===== src/rtl/dq_pkg.sv =====
// ----------------------------------------------------------------------------
// dq_pkg: shared types and constants of the double-ended queue
// Holds the item formats, the request and status codes, the controller
// states and the command group that the controller sends to the datapath.
// ----------------------------------------------------------------------------
package dq_pkg;

  localparam int unsigned DEPTH      = 16;
  localparam int unsigned DATA_WIDTH = 32;
  localparam int unsigned PTR_W      = (DEPTH > 1) ? $clog2(DEPTH) : 1;
  localparam int unsigned CNT_W      = $clog2(DEPTH + 1);

  typedef enum logic [2:0] {
    REQ_PUSH_FRONT = 3'd0,
    REQ_PUSH_REAR  = 3'd1,
    REQ_POP_FRONT  = 3'd2,
    REQ_POP_REAR   = 3'd3,
    REQ_PEEK_FRONT = 3'd4,
    REQ_PEEK_REAR  = 3'd5
  } dq_req_e;

  typedef enum logic [1:0] {
    STAT_OK    = 2'd0,
    STAT_EMPTY = 2'd1,
    STAT_FULL  = 2'd2
  } dq_status_e;

  typedef enum logic [1:0] {
    S_IDLE = 2'd0,
    S_EXEC = 2'd1,
    S_RESP = 2'd2
  } dq_state_e;

  typedef struct packed {
    logic [2:0]  req_type;
    logic [31:0] push_value;
  } dq_req_t;

  typedef struct packed {
    logic [1:0]  status;
    logic [31:0] read_value;
    logic [4:0]  entry_total;
    logic        is_empty;
  } dq_res_t;

  // Commands from the controller to the datapath.
  typedef struct packed {
    logic load;   // capture the incoming request
    logic exec;   // carry out the captured request
  } dq_cmd_t;

endpackage


===== src/rtl/dq_ctrl.sv =====
// ----------------------------------------------------------------------------
// dq_ctrl: request sequencer
// Steps each accepted item through capture, execution and the result cycle.
// ----------------------------------------------------------------------------
module dq_ctrl (
  input  logic           clk_i,
  input  logic           rst_ni,
  input  logic           start,
  output logic           busy,
  output logic           done_o,
  output dq_pkg::dq_cmd_t cmd_o
);
  import dq_pkg::*;

  dq_state_e state_q, state_d;

  always_ff @(posedge clk_i or negedge rst_ni) begin
    if (!rst_ni) begin
      state_q <= S_IDLE;
    end else begin
      state_q <= state_d;
    end
  end

  always_comb begin
    state_d = state_q;
    unique case (state_q)
      S_IDLE: begin
        if (start) begin
          state_d = S_EXEC;
        end
      end
      S_EXEC: state_d = S_RESP;
      S_RESP: state_d = S_IDLE;
      default: state_d = S_IDLE;
    endcase
  end

  always_comb begin
    busy       = 1'b1;
    done_o     = 1'b0;
    cmd_o.load = 1'b0;
    cmd_o.exec = 1'b0;
    unique case (state_q)
      S_IDLE: begin
        busy       = 1'b0;
        cmd_o.load = start;
      end
      S_EXEC: cmd_o.exec = 1'b1;
      S_RESP: done_o = 1'b1;
      default: busy = 1'b1;
    endcase
  end

endmodule


===== src/rtl/dq_datapath.sv =====
// ----------------------------------------------------------------------------
// dq_datapath: ring buffer storage, pointers and count
// Holds the entry memory, the front and rear slot pointers and the entry
// count, and forms the result of each request.
// ----------------------------------------------------------------------------
module dq_datapath (
  input  logic            clk_i,
  input  logic            rst_ni,
  input  dq_pkg::dq_cmd_t cmd_i,
  input  dq_pkg::dq_req_t req_i,
  output dq_pkg::dq_res_t res_o
);
  import dq_pkg::*;

  logic [DATA_WIDTH-1:0] mem [DEPTH];

  dq_req_t               req_q;
  logic [PTR_W-1:0]      head_q, head_d, tail_q, tail_d;
  logic [CNT_W-1:0]      cnt_q, cnt_d;
  dq_status_e            status_q, status_d;
  logic                  rd_hit_q;
  logic [DATA_WIDTH-1:0] rd_data_q;

  logic                  full, empty;
  logic                  wr_en, rd_en;
  logic [PTR_W-1:0]      wr_addr, rd_addr;
  logic [PTR_W-1:0]      head_nx, head_pv, tail_nx, tail_pv;

  function automatic logic [PTR_W-1:0] slot_next(input logic [PTR_W-1:0] s);
    return (s == PTR_W'(DEPTH - 1)) ? '0 : s + PTR_W'(1);
  endfunction

  function automatic logic [PTR_W-1:0] slot_prev(input logic [PTR_W-1:0] s);
    return (s == '0) ? PTR_W'(DEPTH - 1) : s - PTR_W'(1);
  endfunction

  assign full    = (cnt_q == CNT_W'(DEPTH));
  assign empty   = (cnt_q == '0);
  assign head_nx = slot_next(head_q);
  assign head_pv = slot_prev(head_q);
  assign tail_nx = slot_next(tail_q);
  assign tail_pv = slot_prev(tail_q);

  always_comb begin
    head_d   = head_q;
    tail_d   = tail_q;
    cnt_d    = cnt_q;
    status_d = STAT_OK;
    wr_en    = 1'b0;
    rd_en    = 1'b0;
    wr_addr  = tail_q;
    rd_addr  = head_q;
    unique case (dq_req_e'(req_q.req_type))
      REQ_PUSH_FRONT: begin
        if (full) begin
          status_d = STAT_FULL;
        end else begin
          head_d  = head_pv;
          wr_addr = head_pv;
          wr_en   = 1'b1;
          cnt_d   = cnt_q + CNT_W'(1);
        end
      end
      REQ_PUSH_REAR: begin
        if (full) begin
          status_d = STAT_FULL;
        end else begin
          wr_addr = tail_q;
          wr_en   = 1'b1;
          tail_d  = tail_nx;
          cnt_d   = cnt_q + CNT_W'(1);
        end
      end
      REQ_POP_FRONT: begin
        if (empty) begin
          status_d = STAT_EMPTY;
        end else begin
          rd_addr = head_q;
          rd_en   = 1'b1;
          head_d  = head_nx;
          cnt_d   = cnt_q - CNT_W'(1);
        end
      end
      REQ_POP_REAR: begin
        if (empty) begin
          status_d = STAT_EMPTY;
        end else begin
          tail_d  = tail_pv;
          rd_addr = tail_pv;
          rd_en   = 1'b1;
          cnt_d   = cnt_q - CNT_W'(1);
        end
      end
      REQ_PEEK_FRONT: begin
        if (empty) begin
          status_d = STAT_EMPTY;
        end else begin
          rd_addr = head_q;
          rd_en   = 1'b1;
        end
      end
      REQ_PEEK_REAR: begin
        if (empty) begin
          status_d = STAT_EMPTY;
        end else begin
          rd_addr = tail_pv;
          rd_en   = 1'b1;
        end
      end
      default: status_d = STAT_OK;
    endcase
  end

  // Request capture; payload only.
  always_ff @(posedge clk_i) begin
    if (cmd_i.load) begin
      req_q <= req_i;
    end
  end

  always_ff @(posedge clk_i or negedge rst_ni) begin
    if (!rst_ni) begin
      head_q   <= '0;
      tail_q   <= '0;
      cnt_q    <= '0;
      status_q <= STAT_OK;
      rd_hit_q <= 1'b0;
    end else if (cmd_i.exec) begin
      head_q   <= head_d;
      tail_q   <= tail_d;
      cnt_q    <= cnt_d;
      status_q <= status_d;
      rd_hit_q <= rd_en;
    end
  end

  // Entry memory with a registered read port.
  always_ff @(posedge clk_i) begin
    if (cmd_i.exec && wr_en) begin
      mem[wr_addr] <= req_q.push_value[DATA_WIDTH-1:0];
    end
    if (cmd_i.exec && rd_en) begin
      rd_data_q <= mem[rd_addr];
    end
  end

  always_comb begin
    res_o.status      = status_q;
    res_o.read_value  = rd_hit_q ? 32'(rd_data_q) : '0;
    res_o.entry_total = 5'(cnt_q);
    res_o.is_empty    = (cnt_q == '0);
  end

  a_cnt_bound: assert property (@(posedge clk_i) disable iff (!rst_ni)
    cnt_q <= CNT_W'(DEPTH))
    else $error("entry count above depth");

  a_ptr_meet: assert property (@(posedge clk_i) disable iff (!rst_ni)
    (cnt_q == '0 || cnt_q == CNT_W'(DEPTH)) |-> head_q == tail_q)
    else $error("pointers disagree with empty or full count");

  a_hold: assert property (@(posedge clk_i) disable iff (!rst_ni)
    !cmd_i.exec |=> $stable(cnt_q) && $stable(head_q) && $stable(tail_q))
    else $error("queue state moved outside an execute cycle");

endmodule


===== src/rtl/double_ended_queue_core.sv =====
// ----------------------------------------------------------------------------
// double_ended_queue_core: bounded double-ended queue on a ring buffer
// Order: an accepted item is captured, the execute step registers pointers,
//   count, status and the memory read, and the result shows on res_o with
//   done_o in the result state. A new item is taken only back in idle,
//   after the capture, execute and result steps of the last one.
// Reset: rst_ni clears pointers, count and controller at once; no clearing
//   pass runs, and the first item may be started right after reset.
// ----------------------------------------------------------------------------
module double_ended_queue_core (
  input  logic            clk_i,
  input  logic            rst_ni,
  input  logic            start,
  output logic            busy,
  input  dq_pkg::dq_req_t req_i,
  output logic            done_o,
  output dq_pkg::dq_res_t res_o
);
  import dq_pkg::*;

  // The controller walks each item through three states: in idle it takes
  // the item when start is high, in execute the datapath updates pointers,
  // count and memory, and in the result state the strobe marks the result.
  dq_cmd_t cmd;

  dq_ctrl u_ctrl (
    .clk_i  (clk_i),
    .rst_ni (rst_ni),
    .start  (start),
    .busy   (busy),
    .done_o (done_o),
    .cmd_o  (cmd)
  );

  // The datapath holds the entries and forms the status, the word read,
  // and the count after each request. The result holds until the next execute
  // step, and the receiver takes it while the strobe is high, without a handshake.
  dq_datapath u_datapath (
    .clk_i  (clk_i),
    .rst_ni (rst_ni),
    .cmd_i  (cmd),
    .req_i  (req_i),
    .res_o  (res_o)
  );

endmodule


===== config.mk =====
export PLATFORM = sky130hd
export DESIGN_NAME = double_ended_queue_core
export DESIGN_NICKNAME = d
export VERILOG_FILES = /design/src/rtl/dq_pkg.sv /design/src/rtl/dq_ctrl.sv /design/src/rtl/dq_datapath.sv /design/src/rtl/double_ended_queue_core.sv
export SDC_FILE = /design/constraint.sdc
export NUM_CORES = 1
export LEC_CHECK = 0
export CELL_PAD_IN_SITES_DETAIL_PLACEMENT = 1
export CELL_PAD_IN_SITES_GLOBAL_PLACEMENT = 1
export CORE_MARGIN = 2
export CORE_UTILIZATION = 54
export DETAILED_ROUTE_END_ITERATION = 10
export DONT_BUFFER_PORTS = 1
export HOLD_SLACK_MARGIN = 0.15
export PLACE_DENSITY_LB_ADDON = 0.12
export SYNTH_ARGS = -nofsm -noshare
export SYNTH_HDL_FRONTEND = slang
export SYNTH_HIERARCHICAL = 1
export SYNTH_SLANG_ARGS = --single-unit

===== constraint.sdc =====
create_clock -name clk_i -period 5.1 [get_ports clk_i]
set_clock_uncertainty 0.2 [all_clocks]
set_input_delay 0.51 -clock clk_i [delete_from_list [all_inputs] [get_ports clk_i]]
set_output_delay 0.51 -clock clk_i [all_outputs]
set_load 0.01 [all_outputs]

# ---- Word-level counts from Yosys, hierarchy flattened
# Memory sizes are Yosys's and may differ from the RTL's. A register that Yosys moved wholly into a read port is not among the register bits.
# Index checks and enable logic that the tools add are counted.
dict set report op_classes {
  addsub 6
  n_eq_ne 17
  muxes 33
  n_reduce_logical 17
}
# operator n
set ops {}
lappend ops {{$mux W4} 12}
lappend ops {{$mux W32} 1}
lappend ops {{$pmux W4 S2} 2}
lappend ops {{$ne A2 B2 Y1 const B} 7}
lappend ops {{$reduce_and A4 Y1} 3}
lappend ops {{$mux W1} 11}
lappend ops {{$mux W5} 2}
lappend ops {{$pmux W5 S2} 1}
lappend ops {{$add A4 B1 Y4 const B} 2}
lappend ops {{$eq A4 B4 Y1 const B} 2}
lappend ops {{$logic_not A4 Y1} 2}
lappend ops {{$pmux W2 S2} 2}
lappend ops {{$sub A4 B1 Y4 const B} 2}
lappend ops {{$eq A3 B2 Y1 const B} 2}
lappend ops {{$eq A3 B3 Y1 const B} 2}
lappend ops {{$reduce_bool A2 Y1} 3}
lappend ops {{$reduce_or A2 Y1} 3}
lappend ops {{$add A5 B1 Y5 const B} 1}
lappend ops {{$eq A5 B5 Y1 const B} 1}
lappend ops {{$logic_not A5 Y1} 1}
lappend ops {{$sub A5 B1 Y5 const B} 1}
lappend ops {{$mux W2} 2}
lappend ops {{$reduce_or A4 Y1} 1}
lappend ops {{$eq A3 B1 Y1 const B} 1}
lappend ops {{5 further kinds} 6}
dict set report word_totals {
  reg_bits 53
  ram_bits 512
  n_memories 1
}
# memory depth width rd rd_clocked_by_memory_dff write_ports line_no
set memory_table {}
lappend memory_table {u_datapath.mem 16 32 1 1 1 dq_datapath.sv:15} ;# logic [DATA_WIDTH-1:0] mem [DEPTH];

# ---- Logic depth before layout (Yosys ltp)
dict set report depth {
  word_depth 6
  depth_mapped 12
}

# ---- Modules after synthesis
# Netlist, hierarchy kept.
# mod n_inst cells_per_inst area_each_um2 seq_area_each_um2
set modules_own_cells {}
lappend modules_own_cells {dq_datapath 1 1626 24233.2 17787.1}
lappend modules_own_cells {dq_ctrl 1 9 97.6 50.0}

# ---- Worst setup path before layout
# OpenSTA, ideal clock, no wires.
dict set report synth_timing {
  kind {reg2reg}
  startpoint {register u_datapath.head_q[0]}
  endpoint {memory u_datapath.mem[14][0], enable pin}
  setup_ns 0.421
  t_arrival_ns 3.394
  slack_ns 1.085
  stages_incl_launch_ff 11
  path_buffers 2
  period_less_slack_ns 4.015
  cell_sequence {dfrtp_1 > inv_1 > clkbuf_1 > clkbuf_1 > ha_1 > o21bai_1 > a21oi_1 > a41oi_1 > a21o_1 > nand2_1 > nor2_1}
}
dict set report synth_between {
  elab_chain_len 4
}
# element line_no
set synth_rtl {}
lappend synth_rtl {{from (decl)} dq_datapath.sv:18} ;# logic [PTR_W-1:0] head_q, head_d, tail_q, tail_d;
lappend synth_rtl {{from (signal assigned)} dq_datapath.sv:123} ;# head_q <= '0;
lappend synth_rtl {{from (signal assigned)} dq_datapath.sv:129} ;# head_q <= head_d;
lappend synth_rtl {{$sub A4 B1 Y4 / $logic_not A4 Y1 (equally long branches)} dq_datapath.sv:34} ;# return (s == '0) ? PTR_W'(DEPTH - 1) : s - PTR_W'(1);
lappend synth_rtl {{$mux W4 (*)} dq_datapath.sv:34}
lappend synth_rtl {{$mux W4 (*)} dq_datapath.sv:55} ;# if (full) begin
lappend synth_rtl {{$mux W4 (*)} --}
lappend synth_rtl {{to (decl)} dq_datapath.sv:15}
# Mark *: on every way between the ends. The rest lies on a longest branch, timed or not.

# ---- Worst setup path in the final report
dict set report layout_timing {
  startpoint {register u_datapath.tail_q[0]}
  endpoint {register u_datapath.rd_data_q[23] (read register of u_datapath.mem) (data pin)}
}
dict set report layout_between {
  elab_chain_len 4
}
# element line_no
set layout_rtl {}
lappend layout_rtl {{from (decl)} dq_datapath.sv:18}
lappend layout_rtl {{from (signal assigned)} dq_datapath.sv:130} ;# tail_q <= tail_d;
lappend layout_rtl {{$sub A4 B1 Y4 / $logic_not A4 Y1 (equally long branches)} dq_datapath.sv:34}
lappend layout_rtl {{$mux W4 (*)} dq_datapath.sv:34}
lappend layout_rtl {{$mux W4 (*)} {dq_datapath.sv:85, dq_datapath.sv:103}}
lappend layout_rtl {{$mux W4 (*)} --}
lappend layout_rtl {{to (decl)} dq_datapath.sv:22} ;# logic [DATA_WIDTH-1:0] rd_data_q;
# Marks and branches as above.
# A chain may end at the register's enable or synchronous reset.

==> results.py <==
metrics = {
    "drt": {
        "ant_nets": 0,
        "drtIter0Drc": 1662,
        "dr.pass1.iters": 5,
        "drt-total-wl_mm": 70.1,
        "drc": 0,
        "num_vias": 15400,
        "vias_per_cell": 6.77,
        "wl_per_cell_um": 30.7,
    },
    "cts": {
        "cts_tree": "built",
        "cts_buffer_depth": 3,
        "cts_root_buf": "clkbuf_16",
        "cts_resized": 0,
        "cts_buffers": 60,
        "path_clk_slew_ns": 0.06,
        "h-tree-depth": 2,
        "cts.sinks": 597,
        "insertion_delay_ns": 0.63,
    },
    "global_routing": {
        "grt_overflow": 0,
        "grtUsageTotal_pct": 30.4,
        "grt_max_degree": 116,
        "grt_pass1_vias": 16300,
        "antenna_found_initial": 1,
        "grt_first_pass_wirelength_mm": 105,
    },
    "synth": {
        "synthFlopType": "edfxtp_1",
        "synth_warnings": 6,
        "syn_inst": 1635,
        "synth_cell_types": 52,
        "synth-seq-cells": 597,
        "ys_async_sr_fraction_pct": 3.02,
        "ys_seq_area_share_pct": 73.3,
        "synth_edf_count": 579,
        "synth_area_per_cell_um2": 14.9,
        "netlist_area_um2": 24300,
        "syn_nets": 1681,
    },
    "sta": {
        "tightest_slew_ns": 1.16,
        "setup_violations": 0,
        "slew_headroom_pct": 22.5,
        "period_needed_ns": 4.02,
        "clock.fmax_mhz": 249,
        "rsz0062_at_grt": "false",
        "hold_viol_final": 0,
        "tns_ns": 0,
        "fin_ws_ns": 1.08,
        "slew_viol_final": 0,
        "period_share_pct": 78.8,
    },
    "layout": {
        "layout-drive-gt1-share_pct": 11.5,
        "diodes": 0,
        "syn_to_final_growth_pct": 12.8,
        "nFillCells": 4022,
        "nNetsFinal": 1693,
    },
    "setup_path": {
        "crit_type": "reg -> reg",
        "worstPathRequired_ns": 5.26,
        "critPathLaunchType": "register",
        "end_kind": "register",
        "crit_arrival_ns": 4.17,
        "path_max_fanout": 59,
    },
    "floorplan": {
        "start_util_pct": 54.9,
        "rows": 77,
        "chipWidth_um": 216,
        "core-area_um2": 44300,
        "io_pins": 80,
        "die_h_um": 216,
        "die-area_um2": 46800,
    },
    "status": {
        "run_status": "finished, final reports clean",
    },
    "power": {
        "combPwrFrac_pct": 32.4,
        "p_leak_uw": 0.00880,
        "seqPwrFrac_pct": 39.2,
        "p_switching_uw": 5540,
        "p_int_uw": 9760,
        "p_sw_share_pct": 36.2,
        "irDropWorstVdd_mv": 0.475,
        "power_density_nw_per_um2": 557,
        "pwr-share-clk_pct": 28.4,
    },
    "placement": {
        "gp_congestion": 0.781,
        "place_hpwl_mm": 35.6,
        "io_buffers": 0,
        "preCtsSetupSlack_ns": 1.12,
    },
    "flow_run": {
        "cap_viol_max_count": 0,
    },
    "worst_hold_path": {
        "min_path_type": "in -> async",
    },
}
==> state kept, by name (all words and copies together), names as in the netlist, 2 cells and up <==
signal,flops
u_datapath/rd_data_q,32
u_datapath/cnt_q,5
u_ctrl/state_q,2
u_datapath/req_q,35
u_datapath/tail_q,4
u_datapath/head_q,4
u_datapath/status_q,2
u_datapath/mem,512
==> cells in the final DEF (no fill, tap or decap), types with 4 or more instances in the layout <==
cell type      Yosys  routed
clkinv_2           0       7
nor2b_1            4       4
clkbuf_16          0      60
a221oi_1         128     128
a211oi_2          25      25
xnor2_1            8       8
or4_1             33      33
a21oi_1          142     142
clkinv_1           0      14
a21boi_0          96      96
xor2_1             4       4
bufinv_16          0       7
buf_12             0      11
nand2_1          154     154
a211oi_1         137     137
a21o_1             8       6
and2_1            32      32
buf_4              5      40
o21ai_0           11      11
clkbuf_1          97      11
edfxtp_1         579     579
ha_1               7       7
inv_1             44      44
nor2_4             0      17
dfrtp_1           18      18
dlygate4sd3_1      0      37
nor2_1            25       8
==> final cells by class <==
| class | instances | area (um^2) | area share [%] |
|---|---|---|---|
| sequential | 597 | 17800 | 65.0 |
| clock inverter | 34 | 367 | 1.34 |
| tap | 592 | 741 | 2.70 |
| timing repair buffer | 88 | 891 | 3.25 |
| clock buffer | 71 | 1540 | 5.62 |
| multi-input combinational | 855 | 5900 | 21.5 |
| inverter | 45 | 169 | 0.615 |
==> worst paths after layout <==
check	start	to	slack [ns]	cells after the start
worst max-delay path	u_datapath/tail_q[0]	u_datapath/rd_data_q[23]	1.08	9
worst min-delay path	rst_ni	u_datapath/head_q[3]	0.25	1
worst max register to register	u_datapath/tail_q[0]	u_datapath/rd_data_q[23]	1.08	9
worst min register to register	u_ctrl/state_q[1]	u_ctrl/state_q[1]	0.33	1
max in group asynchronous	rst_ni	u_datapath/tail_q[2]	3.90	1
min in group clk_i	req_i[17]	u_datapath/req_q[17]	0.30	1
==> kinds of logic (layout without fill, tap and decap cells) <==
kind of cell / after synthesis / in the layout / synth area share (%)
flops: 597 / 597 / 73.3
fa+ha+maj: 8 / 8 / 0.442
buf+inv: 183 / 238 / 3.20
xor+xnor: 13 / 13 / 0.499
mux: 6 / 6 / 0.278
compound gates: 562 / 562 / 17.0
simple gates: 266 / 266 / 5.22
==> through the flow <==
step | utilization (%) | total power, uW | std cells | hold WS, ns | instance area (um^2)
finish | 61.9 | 15300 | 2282 | 0.246 | 27400
CTS | 61.9 | 15300 | 2282 | 0.253 | 27400
global route | 61.9 | 15900 | 2282 | 0.280 | 27400
detailed placement | 56.8 | 10900 | 2140 | 0.0147 | 25200
global placement | 56.8 | 10800 | 2140 | 0.0147 | 25200
floorplan | - | 9280 | 1635 | 0.0144 | 24300
==> worst max-delay path, cell delays in order, from the launching register on <==
cell	delay (ns)
dfrtp_1	0.47
inv_1	0.12
ha_1	0.21
or3b_1	0.36
and4_4	0.39
a22o_4	0.55
buf_4	0.34
a221oi_1	0.37
a211oi_1	0.12
or4_1	0.55
==> synth_stat cells, drive strengths merged, types with 2 or more instances <==
library cell	number	area [um^2]
a211oi	162	1340
a21boi	96	721
a21o	8	60.1
a21oi	142	711
a221oi	128	1120
a31oi	2	12.5
and2	32	200
and3	2	12.5
buf	41	245
clkbuf	97	364
dfrtp	18	450
edfxtp	579	17400
ha	7	87.6
inv	45	169
mux2	3	37.5
mux2i	3	30.0
nand2	155	584
nand2b	3	18.8
nand3	4	20.0
nor2	25	93.8
nor2b	4	25.0
nor3b	2	15.0
o211ai	3	36.3
o21ai	11	55.1
o22ai	2	12.5
or4	34	259
xnor2	8	70.1
xor2	5	51.3
==> power by group through the flow <==
stage / clock (uW) / sequential, uW / combinational, uW
2_1_floorplan: 0 / 5970 / 3310
3_3_place_gp: 0 / 6080 / 4670
6_report: 4350 / 6000 / 4950
4_1_cts: 4390 / 6000 / 4910
3_5_place_dp: 0 / 6100 / 4850
5_1_grt: 4570 / 6030 / 5330
==> layer usage <==
metal  share of wire (%)  global-route usage (%)  vias to the layer above
met5                   0                       0                        -
met4                 3.1                    10.5                        0
met3                 7.5                    5.15                      145
met2                  48                    49.3                      686
met1                  41                    41.8                     8105
li1                    -                       -                     6508
==> what timing repair did <==
item | CTS | global route
hold endpoints to repair | 54 | 0
buffers inserted | 0 | 0
endpoints found under the setup margin | 0 | 0
hold buffers | 37 | 0
No activity file was read; power rests on OpenSTA's default activity.
